### src/rtl/urh_pkg.sv
package urh_pkg;

  localparam int unsigned URH_DEPTH = 64;
  localparam int unsigned MODE_W    = 3;
  localparam int unsigned ENTRY_W   = 48;
  localparam int unsigned ANNOT_W   = 8;

  localparam logic [MODE_W-1:0] MODE_PUSH     = 3'd0;
  localparam logic [MODE_W-1:0] MODE_BACK     = 3'd1;
  localparam logic [MODE_W-1:0] MODE_FORWARD  = 3'd2;
  localparam logic [MODE_W-1:0] MODE_CLEAR    = 3'd3;
  localparam logic [MODE_W-1:0] MODE_TRUNCATE = 3'd4;
  localparam logic [MODE_W-1:0] MODE_AMEND    = 3'd5;

  typedef struct packed {
    logic capture;
    logic exec;
  } dp_cmd_t;

endpackage

### src/rtl/urh_ctrl.sv
module urh_ctrl (
  input  logic              clk,
  input  logic              rst_n,
  input  logic              start,
  output logic              busy,
  output logic              resp_valid,
  output urh_pkg::dp_cmd_t  cmd
);

  localparam logic [1:0] ST_IDLE = 2'd0;
  localparam logic [1:0] ST_EXEC = 2'd1;
  localparam logic [1:0] ST_RESP = 2'd2;

  logic [1:0] state_r;
  logic [1:0] state_nxt;

  always_comb begin
    state_nxt = state_r;
    case (state_r)
      ST_IDLE: begin
        if (start) state_nxt = ST_EXEC;
      end
      ST_EXEC: state_nxt = ST_RESP;
      ST_RESP: state_nxt = ST_IDLE;
      default: state_nxt = ST_IDLE;
    endcase
  end

  always_ff @(posedge clk) begin
    if (!rst_n) begin
      state_r <= ST_IDLE;
    end else begin
      state_r <= state_nxt;
    end
  end

  assign busy        = (state_r != ST_IDLE);
  assign resp_valid  = (state_r == ST_RESP);
  assign cmd.capture = (state_r == ST_IDLE) && start;
  assign cmd.exec    = (state_r == ST_EXEC);

endmodule

### src/rtl/urh_dp.sv
module urh_dp #(
  parameter int unsigned DEPTH = urh_pkg::URH_DEPTH
) (
  input  logic                        clk,
  input  logic                        rst_n,
  input  urh_pkg::dp_cmd_t            cmd,
  input  logic [urh_pkg::MODE_W-1:0]  in_mode,
  input  logic [urh_pkg::ENTRY_W-1:0] in_entry_word,
  input  logic [urh_pkg::ANNOT_W-1:0] in_annotation,
  output logic                        found,
  output logic [urh_pkg::ENTRY_W-1:0] entry_out,
  output logic [urh_pkg::ANNOT_W-1:0] annotation_out,
  output logic                        at_start,
  output logic                        at_end
);

  localparam int unsigned AW = (DEPTH > 1) ? $clog2(DEPTH) : 1;
  localparam logic [AW-1:0] LAST = AW'(DEPTH - 1);

  logic [urh_pkg::ENTRY_W-1:0] pay_mem [DEPTH];
  logic [urh_pkg::ANNOT_W-1:0] ann_mem [DEPTH];

  logic [urh_pkg::MODE_W-1:0]  mode_r;
  logic [urh_pkg::ENTRY_W-1:0] entry_r;
  logic [urh_pkg::ANNOT_W-1:0] annot_r;

  logic [AW-1:0] oldest_r, oldest_nxt;
  logic [AW-1:0] newest_r, newest_nxt;
  logic [AW-1:0] cursor_r, cursor_nxt;
  logic          empty_r, empty_nxt;
  logic          found_r, found_nxt;

  logic [urh_pkg::ENTRY_W-1:0] rd_pay_r;
  logic [urh_pkg::ANNOT_W-1:0] rd_ann_r;

  logic [AW-1:0] rd_addr;
  logic [AW-1:0] wr_addr;
  logic          wr_pay;
  logic          wr_ann;
  logic [AW-1:0] cur_next;
  logic [AW-1:0] cur_prev;
  logic [AW-1:0] push_slot_next;
  logic [AW-1:0] old_base;
  logic [AW-1:0] old_next;

  assign cur_next = (cursor_r == LAST) ? '0 : cursor_r + AW'(1);
  assign cur_prev = (cursor_r == '0) ? LAST : cursor_r - AW'(1);
  assign push_slot_next = (cur_next == LAST) ? '0 : cur_next + AW'(1);
  assign old_base = empty_r ? '0 : oldest_r;
  assign old_next = (old_base == LAST) ? '0 : old_base + AW'(1);

  always_comb begin
    oldest_nxt = oldest_r;
    newest_nxt = newest_r;
    cursor_nxt = cursor_r;
    empty_nxt  = empty_r;
    found_nxt  = 1'b0;
    rd_addr    = cursor_r;
    wr_addr    = cursor_r;
    wr_pay     = 1'b0;
    wr_ann     = 1'b0;
    case (mode_r)
      urh_pkg::MODE_PUSH: begin
        empty_nxt  = 1'b0;
        cursor_nxt = cur_next;
        newest_nxt = cur_next;
        wr_addr    = cur_next;
        wr_pay     = 1'b1;
        wr_ann     = 1'b1;
        oldest_nxt = (push_slot_next == old_base) ? old_next : old_base;
      end
      urh_pkg::MODE_BACK: begin
        if (!empty_r && cur_next != oldest_r) begin
          found_nxt  = 1'b1;
          rd_addr    = cursor_r;
          cursor_nxt = cur_prev;
        end
      end
      urh_pkg::MODE_FORWARD: begin
        if (!empty_r && cursor_r != newest_r) begin
          found_nxt  = 1'b1;
          rd_addr    = cur_next;
          cursor_nxt = cur_next;
        end
      end
      urh_pkg::MODE_CLEAR: begin
        oldest_nxt = '0;
        newest_nxt = LAST;
        cursor_nxt = LAST;
        empty_nxt  = 1'b1;
      end
      urh_pkg::MODE_TRUNCATE: begin
        newest_nxt = cursor_r;
      end
      urh_pkg::MODE_AMEND: begin
        wr_ann = !empty_r;
      end
      default: begin
      end
    endcase
  end

  always_ff @(posedge clk) begin
    if (cmd.capture) begin
      mode_r  <= in_mode;
      entry_r <= in_entry_word;
      annot_r <= in_annotation;
    end
  end

  always_ff @(posedge clk) begin
    if (!rst_n) begin
      oldest_r <= '0;
      newest_r <= LAST;
      cursor_r <= LAST;
      empty_r  <= 1'b1;
      found_r  <= 1'b0;
    end else if (cmd.exec) begin
      oldest_r <= oldest_nxt;
      newest_r <= newest_nxt;
      cursor_r <= cursor_nxt;
      empty_r  <= empty_nxt;
      found_r  <= found_nxt;
    end
  end

  always_ff @(posedge clk) begin
    if (cmd.exec && wr_pay) pay_mem[wr_addr] <= entry_r;
    if (cmd.exec && wr_ann) ann_mem[wr_addr] <= annot_r;
  end

  always_ff @(posedge clk) begin
    if (cmd.exec) begin
      rd_pay_r <= pay_mem[rd_addr];
      rd_ann_r <= ann_mem[rd_addr];
    end
  end

  assign found          = found_r;
  assign entry_out      = found_r ? rd_pay_r : '0;
  assign annotation_out = found_r ? rd_ann_r : '0;
  assign at_start       = empty_r || (cur_next == oldest_r);
  assign at_end         = (cursor_r == newest_r);

endmodule

### src/rtl/undo_redo_history_ring.sv
// Undo/redo history ring. Each transaction passes through the accept
// edge, the pointer update with the access to the history memory, and
// the result cycle in which out_valid is high. The receiver cannot
// stall: out_valid is high for exactly one cycle per result, and busy
// stays high through the pointer update and the result cycle, so the next
// transaction can be taken the cycle after the result.
module undo_redo_history_ring #(
  parameter int unsigned DEPTH = urh_pkg::URH_DEPTH
) (
  input  logic                        clk,
  input  logic                        rst_n,
  input  logic                        start,
  output logic                        busy,
  input  logic [urh_pkg::MODE_W-1:0]  in_mode,
  input  logic [urh_pkg::ENTRY_W-1:0] in_entry_word,
  input  logic [urh_pkg::ANNOT_W-1:0] in_annotation,
  output logic                        out_valid,
  output logic                        out_found,
  output logic [urh_pkg::ENTRY_W-1:0] out_entry_out,
  output logic [urh_pkg::ANNOT_W-1:0] out_annotation_out,
  output logic                        out_at_start,
  output logic                        out_at_end
);

  urh_pkg::dp_cmd_t cmd;

  urh_ctrl u_ctrl (
    .clk        (clk),
    .rst_n      (rst_n),
    .start      (start),
    .busy       (busy),
    .resp_valid (out_valid),
    .cmd        (cmd)
  );

  urh_dp #(
    .DEPTH (DEPTH)
  ) u_dp (
    .clk            (clk),
    .rst_n          (rst_n),
    .cmd            (cmd),
    .in_mode        (in_mode),
    .in_entry_word  (in_entry_word),
    .in_annotation  (in_annotation),
    .found          (out_found),
    .entry_out      (out_entry_out),
    .annotation_out (out_annotation_out),
    .at_start       (out_at_start),
    .at_end         (out_at_end)
  );

endmodule

### config.mk
export PLATFORM = sky130hd
export DESIGN_NAME = undo_redo_history_ring
export DESIGN_NICKNAME = d
export VERILOG_FILES = /design/src/rtl/urh_pkg.sv /design/src/rtl/urh_ctrl.sv /design/src/rtl/urh_dp.sv /design/src/rtl/undo_redo_history_ring.sv
export SDC_FILE = /design/constraint.sdc
export NUM_CORES = 2
export LEC_CHECK = 0
export ABC_CLOCK_PERIOD_IN_PS = 5900
export BUFFER_PORTS_ARGS = -buffer_cell sky130_fd_sc_hd__buf_2
export CAP_MARGIN = 40
export CELL_PAD_IN_SITES_DETAIL_PLACEMENT = 1
export CELL_PAD_IN_SITES_GLOBAL_PLACEMENT = 1
export CORE_MARGIN = 4
export CORE_UTILIZATION = 53
export CTS_CLUSTER_SIZE = 30
export DETAILED_ROUTE_END_ITERATION = 10
export PLACE_DENSITY_LB_ADDON = 0.1
export RECOVER_POWER = 100
export SLEW_MARGIN = 15
export SYNTH_ARGS = -nofsm -noshare
export SYNTH_HDL_FRONTEND = slang
export SYNTH_SLANG_ARGS = --single-unit
### constraint.sdc
create_clock -name clk -period 5.9 [get_ports clk]
set_input_delay 0 -clock clk [delete_from_list [all_inputs] [get_ports clk]]
set_output_delay 0 -clock clk [all_outputs]
set_load 0.005 [all_outputs]
Word-level counts from Yosys, hierarchy flattened
Memory sizes are Yosys's and may differ from the RTL's. A register that Yosys moved wholly into a read port is not among the register bits.
Index checks and enable logic that the tools add are counted.
{"block": "word_totals", "ram_bits": 3584, "out_inout_bits": 61, "word_cells": 76, "memories": 2, "in_bits": 62, "regBits": 81}
{"block": "classes", "addsub": 4, "n_reduce_logical": 17, "muxes": 27, "eq_ne": 17}
{"name": "u_dp.pay_mem", "words": 64, "width": 48, "rd": 1, "rd_ports_with_merged_regs": 1, "wr": 1, "line": "urh_dp.sv:20", "source": "logic [urh_pkg::ENTRY_W-1:0] pay_mem [DEPTH];"}
{"name": "u_dp.ann_mem", "words": 64, "width": 8, "rd": 1, "rd_ports_with_merged_regs": 1, "wr": 1, "line": "urh_dp.sv:21", "source": "logic [urh_pkg::ANNOT_W-1:0] ann_mem [DEPTH];"}
{"operator": "$mux W6", "n": 10}
{"operator": "$mux W48", "n": 1}
{"operator": "$pmux W6 S4", "n": 1}
{"operator": "$add A6 B1 Y6 const B", "n": 3}
{"operator": "$eq A6 B6 Y1", "n": 3}
{"operator": "$eq A6 B6 Y1 const B", "n": 3}
{"operator": "$pmux W6 S3", "n": 1}
{"operator": "$ne A6 B6 Y1", "n": 2}
{"operator": "$pmux W6 S2", "n": 1}
{"operator": "$mux W8", "n": 1}
{"operator": "$mux W1", "n": 7}
{"operator": "$eq A3 B2 Y1 const B", "n": 2}
{"operator": "$eq A3 B3 Y1 const B", "n": 2}
{"operator": "$logic_not A6 Y1", "n": 1}
{"operator": "$pmux W1 S2", "n": 3}
{"operator": "$sub A6 B1 Y6 const B", "n": 1}
{"operator": "$logic_and A1 B1 Y1", "n": 5}
{"operator": "$pmux W2 S2", "n": 1}
{"operator": "$reduce_and A2 Y1", "n": 2}
{"operator": "$reduce_bool A2 Y1", "n": 2}
{"operator": "$reduce_bool A4 Y1", "n": 1}
{"operator": "$eq A3 B1 Y1 const B", "n": 1}
{"operator": "$logic_not A3 Y1", "n": 1}
{"operator": "$reduce_and A3 Y1", "n": 1}
{"operator": "9 further kinds", "n": 9}

Longest topological paths before layout
{"block": "logic_depth", "word_depth": 7, "mapped_depth": 16, "mapped_depth_nobuf": 11}

Modules after synthesis
Synthesis repeated with hierarchy kept, for this count alone.
{"block": "hier_totals", "hier_cells": 9546, "hier_area_um2": 143801.7}
{"mod": "urh_dp", "instances": 1, "area_per_inst_um2": 143700.3, "seq_area_each_um2": 111476.9, "cells_each": 9537}
{"mod": "urh_ctrl", "instances": 1, "area_per_inst_um2": 101.3, "seq_area_each_um2": 40.0, "cells_each": 9}

Least setup slack after synthesis
OpenSTA, ideal clock, no wires.
{"block": "synth_timing", "path_kind": "reg-to-reg", "from": "register u_dp.mode_r[1] (netlist bit)", "to": "memory u_dp.pay_mem[42][0] (netlist bit), enable pin", "path_stages_with_launch": 8, "arrival_ps": 4007, "required_ps": 5446, "period_less_slack_ps": 4461, "path_slack_ps": 1439, "cell_sequence": "edfxtp_1 -> clkbuf_1 -> nor2_1 -> nand2_1 -> clkbuf_1 -> a221oi_1 -> nand3_1 -> nor2_1"}
{"block": "synth_between", "elab_chain_len": 5}
{"item": "from (decl)", "line": "urh_dp.sv:23", "source": "logic [urh_pkg::MODE_W-1:0] mode_r;"}
{"item": "from (signal assigned)", "line": "urh_dp.sv:105", "source": "mode_r <= in_mode;"}
{"item": "$logic_not A3 Y1 (*)", "line": "urh_dp.sv:62", "source": "case (mode_r)"}
{"item": "$mux W1", "line": "urh_dp.sv:62"}
{"item": "$logic_and A1 B1 Y1", "line": "urh_dp.sv:128", "source": "if (cmd.exec && wr_pay) pay_mem[wr_addr] <= entry_r;"}
{"item": "$mux W1", "line": "urh_dp.sv:128"}
{"item": "$mux W1 (implied by the code)", "line": "urh_dp.sv:128"}
{"item": "to (decl)", "line": "urh_dp.sv:20"}
Mark *: on every way between the ends. The rest lies on a longest branch, timed or not.

Final worst setup path
{"block": "layout_timing", "from": "register u_dp.cursor_r[0]", "to": "memory u_dp.pay_mem[34][9] (netlist bit), enable pin"}
{"block": "layout_between", "elab_chain_len": 3}
{"item": "from (decl)", "line": "urh_dp.sv:29", "source": "logic [AW-1:0] cursor_r, cursor_nxt;"}
{"item": "from (signal assigned)", "line": "urh_dp.sv:121", "source": "cursor_r <= cursor_nxt;"}
{"item": "$add A6 B1 Y6 or $eq A6 B6 Y1 (tied branches)", "line": "urh_dp.sv:46", "source": "assign cur_next = (cursor_r == LAST) ? '0 : cursor_r + AW'(1);"}
{"item": "$mux W6", "line": "urh_dp.sv:46"}
{"item": "$mux W6 (*)", "line": "urh_dp.sv:62"}
Marked as above.

==> results.sh <==
export IMPL_status="finished, violations left"
export IMPL_failed_checks="capacitance limit, slew limit"
export IMPL_finalSetupViolations=0
export IMPL_cts_tree="yes"
export IMPL_synth_cell_types=79
export IMPL_crit_chain="ha_1, and4_1, a21oi_1, nor2_1, nor2_1, a221oi_1, nand3_1, buf_4, nor2_1, buf_12"
export IMPL_min_delay_path_depth=3
export IMPL_seq_area_frac_synth_pct=76.6
export IMPL_grt_use_total_pct=35.5
export IMPL_placed_cell_area_um2=153000
export IMPL_worst_skew_pair_late_latency_ps=960
export IMPL_nets=10610
export IMPL_cp_required_ps=6510
export IMPL_slowest_delay_ps=1800
export IMPL_core_area_um2=273000
export IMPL_hold_start="in_entry_word[13]"
export IMPL_htree_levels=5
export IMPL_crit_fanout=21
export IMPL_worstReg2RegStart="u_dp.cursor_r[0]"
export IMPL_p_leak_nw=54.8
export IMPL_synth_area_leaders="edfxtp_1 76%, nand2_1 6.5%, nand3_1 2.7%"
export IMPL_final_hold_violation_count=0
export IMPL_fmax_mhz=173
export IMPL_worstHoldPathType="input pin to flop"
export IMPL_area_delta_synth_final_pct=13.2
export IMPL_grt_pass1_vias=99233
export IMPL_cts_sinks=3721
export IMPL_tightest_slew_ps=3930
export IMPL_path_common_cell="nor2_1"
export IMPL_synth_top_cell_by_area="edfxtp_1"
export IMPL_peakVddDrop_mv=0.365
export IMPL_vias=96726
export IMPL_avgSynthCellArea_um2=14.3
export IMPL_holdPathEnd="u_dp.entry_r[13]"
export IMPL_cellPowerDensity_nw_per_um2=338
export IMPL_hold_buffers=122
export IMPL_drt_vias_per_instance=6.69
export IMPL_path_class="flop to flop"
export IMPL_crit_slowest_cell="nor2_1"
export IMPL_drive_gt1_share_pct=9.69
export IMPL_num_rows=192
export IMPL_cts_resized=0
export IMPL_r2r_end="u_dp.pay_mem[34][9]"
export IMPL_critical_path_arrival_ps=6380
export IMPL_post_route_cell_area_um2=165000
export IMPL_fp_dieW_um=532
export IMPL_async_flop_share_pct=0
export IMPL_start_util_pct=53.2
export IMPL_die_area_um2=283000
export IMPL_drt_total_wl_mm=512
export IMPL_ff2ff_setup_slack_ps=130
export IMPL_pin_count=123
export IMPL_rr_worst_depth=10
export IMPL_max_slew_margin_pct=-162
export IMPL_clk_pin_slew_ps=60
export IMPL_clk_path_buf_depth=4
export IMPL_synth_edf_count=3699
export IMPL_grt_max_degree=132
export IMPL_synth_warnings=0
export IMPL_place_congestion=0.873
export IMPL_setup_tns_ps=0
export IMPL_overflow=0
export IMPL_dr_first_iter_drc_count=13417
export IMPL_synthFlopType="edfxtp_1"
export IMPL_grt_pass1_wl_mm=723
export IMPL_synth_cell_area_um2=146000
export IMPL_start_kind="flop"
export IMPL_rsz0062_at_grt="no"
export IMPL_drc=0
export IMPL_synth_top_area_share_pct=76.3
export IMPL_postCtsSetupBuffers=0
export IMPL_die_h_um=532
export IMPL_cap_viol_max_count=108
export IMPL_synth_cells=10161
export IMPL_antenna_found_initial=40
export IMPL_root_buffer="clkbuf_16"
export IMPL_ys_ff_latch=3721
export IMPL_period_minus_slack_ps=5770
export IMPL_wl_per_cell_um=35.4
export IMPL_port_buffer_count=122
export IMPL_clock_skew_ps=38.4
export IMPL_drtAntennaViolNets=0
export IMPL_synth_nets=10228
export IMPL_dr_pass1_iters=6
export IMPL_worst_setup_path_end_kind="flop"
export IMPL_detailed_place_hpwl_mm=287
export IMPL_post_route_period_util_pct=97.9
export IMPL_maxSlewViolCount=5405
export IMPL_cts_made_buffers=384
[critical path, delay by kind of cell (launching register included)]
| kind | cells | cell delay (ps) |
|---|---|---|
| AOI/OAI and AO/OA | 2 | 810 |
| adders and majority gates | 1 | 630 |
| buffers and inverters | 2 | 550 |
| DFF | 1 | 760 |
| and+or+nand+nor | 5 | 2600 |
[through the flow]
step	cells	total power [mW]	setup WS (ps)	utilization, %	hold WS (ps)
2_1_floorplan	10161	31.3	1440	-	98.9
3_3_place_gp	13573	32.4	838	55.7	178
3_5_place_dp	13612	32.5	553	56.0	178
4_1_cts	14418	55.7	517	60.8	208
5_1_grt	14431	57.1	101	60.3	289
6_report	14448	55.6	126	60.3	294
[flip-flops by register name, indices dropped and copies added, names as in the netlist]
register / cells
u_ctrl.state_r: 2
u_dp.ann_mem: 512
u_dp.annot_r: 8
u_dp.cursor_r: 6
u_dp.empty_r: 1
u_dp.entry_r: 48
u_dp.found: 1
u_dp.mode_r: 3
u_dp.newest_r: 6
u_dp.oldest_r: 6
u_dp.pay_mem: 3072
u_dp.rd_ann_r: 8
u_dp.rd_pay_r: 48
[routing by layer]
metal | routed length (um) | GRT usage [%]
met5 | 115 | 0
met4 | 29800 | 16.4
met3 | 53300 | 6.67
met2 | 239000 | 56.7
met1 | 190000 | 47.6
[synth_stat cells, types with 5 or more instances]
master     instances
nand2b_1          10
o21ai_0           56
buf_6             17
and3_1            98
edfxtp_1        3699
a22o_1            19
nor2_4             5
nand4_1          284
buf_2            293
a21oi_1          333
a32oi_1          256
clkbuf_1         265
a211o_1           18
xnor2_1           17
a22oi_1           61
a31oi_1          223
o21ai_1            5
o211ai_1          70
o31ai_1            7
inv_1             13
and4_1            17
mux2i_1          351
o211ai_2          19
a21boi_1           9
dfxtp_1           22
o311a_1            6
buf_4             29
nor3_1            15
ha_1               5
o2111ai_1          8
nor2_1           184
o211a_1           15
a221oi_1          68
nand2_1         2535
a2bb2oi_1          5
a21boi_0          28
a211oi_1          70
a21o_1             5
buf_1             64
or3_1             26
and2_1            63
nand3_1          788
nor2b_1           14
o22ai_1            8
[how the worst max path moves through the flow]
stage | depth (start not counted) | to | start | slack, ps
after detailed placement | 12 | u_dp.rd_ann_r[2] | u_dp.cursor_r[0] | 550
after CTS | 12 | u_dp.rd_ann_r[2] | u_dp.cursor_r[0] | 520
after global placement | 12 | u_dp.rd_ann_r[2] | u_dp.cursor_r[0] | 840
after floorplan | 7 | u_dp.pay_mem[42][0] | u_dp.mode_r[1] | 1440
final | 10 | u_dp.pay_mem[34][9] | u_dp.cursor_r[0] | 130
after global routing | 8 | u_dp.pay_mem[47][2] | u_dp.cursor_r[0] | 100
[cell type report]
| cell class | count | area (um^2) |
|---|---|---|
| clock inverters | 216 | 1860 |
| flip-flops and latches | 3721 | 112000 |
| clock buffers | 468 | 10100 |
| diodes | 18 | 45.0 |
| inverters | 15 | 57.6 |
| well taps | 3589 | 4490 |
| repair buffers | 664 | 5470 |
| fillers | 25348 | 109000 |
| multi-input cells | 5757 | 31300 |
[where the power goes]
| group | total, mW | internal, mW | switching (mW) |
|---|---|---|---|
| clock | 23.5 | 13.2 | 10.4 |
| sequential | 29.4 | 29.3 | 0.0717 |
| combinational | 2.76 | 0.689 | 2.07 |
[cell usage in the layout, fill, tap and decap left out, drive strengths merged, types with 26 or more instances in the layout]
cell,count
clkbuf,675
and3,98
a22oi,61
dlygate4sd3,122
nand2,2536
a21oi,333
o21ai,61
buf,334
a32oi,256
nand3,788
mux2i,351
or3,26
nand4,284
edfxtp,3699
clkinv,162
a31oi,224
a221oi,71
a211oi,71
o211ai,89
nor2,192
and2,64
a21boi,37
[cells by family (layout without fill, tap and decap cells)]
| kind of cell | count (synthesis) | in the layout | synth area share [%] |
|---|---|---|---|
| buf+inv | 683 | 1363 | 2.18 |
| mux | 357 | 357 | 2.48 |
| flops | 3721 | 3721 | 76.6 |
| xor+xnor | 22 | 22 | 0.138 |
| fa+ha+maj | 5 | 5 | 0.0430 |
| other cells | 0 | 18 | 0 |
| simple gates | 4060 | 4060 | 12.2 |
| compound gates | 1313 | 1313 | 6.37 |
Power figures use the tool's default switching activity.
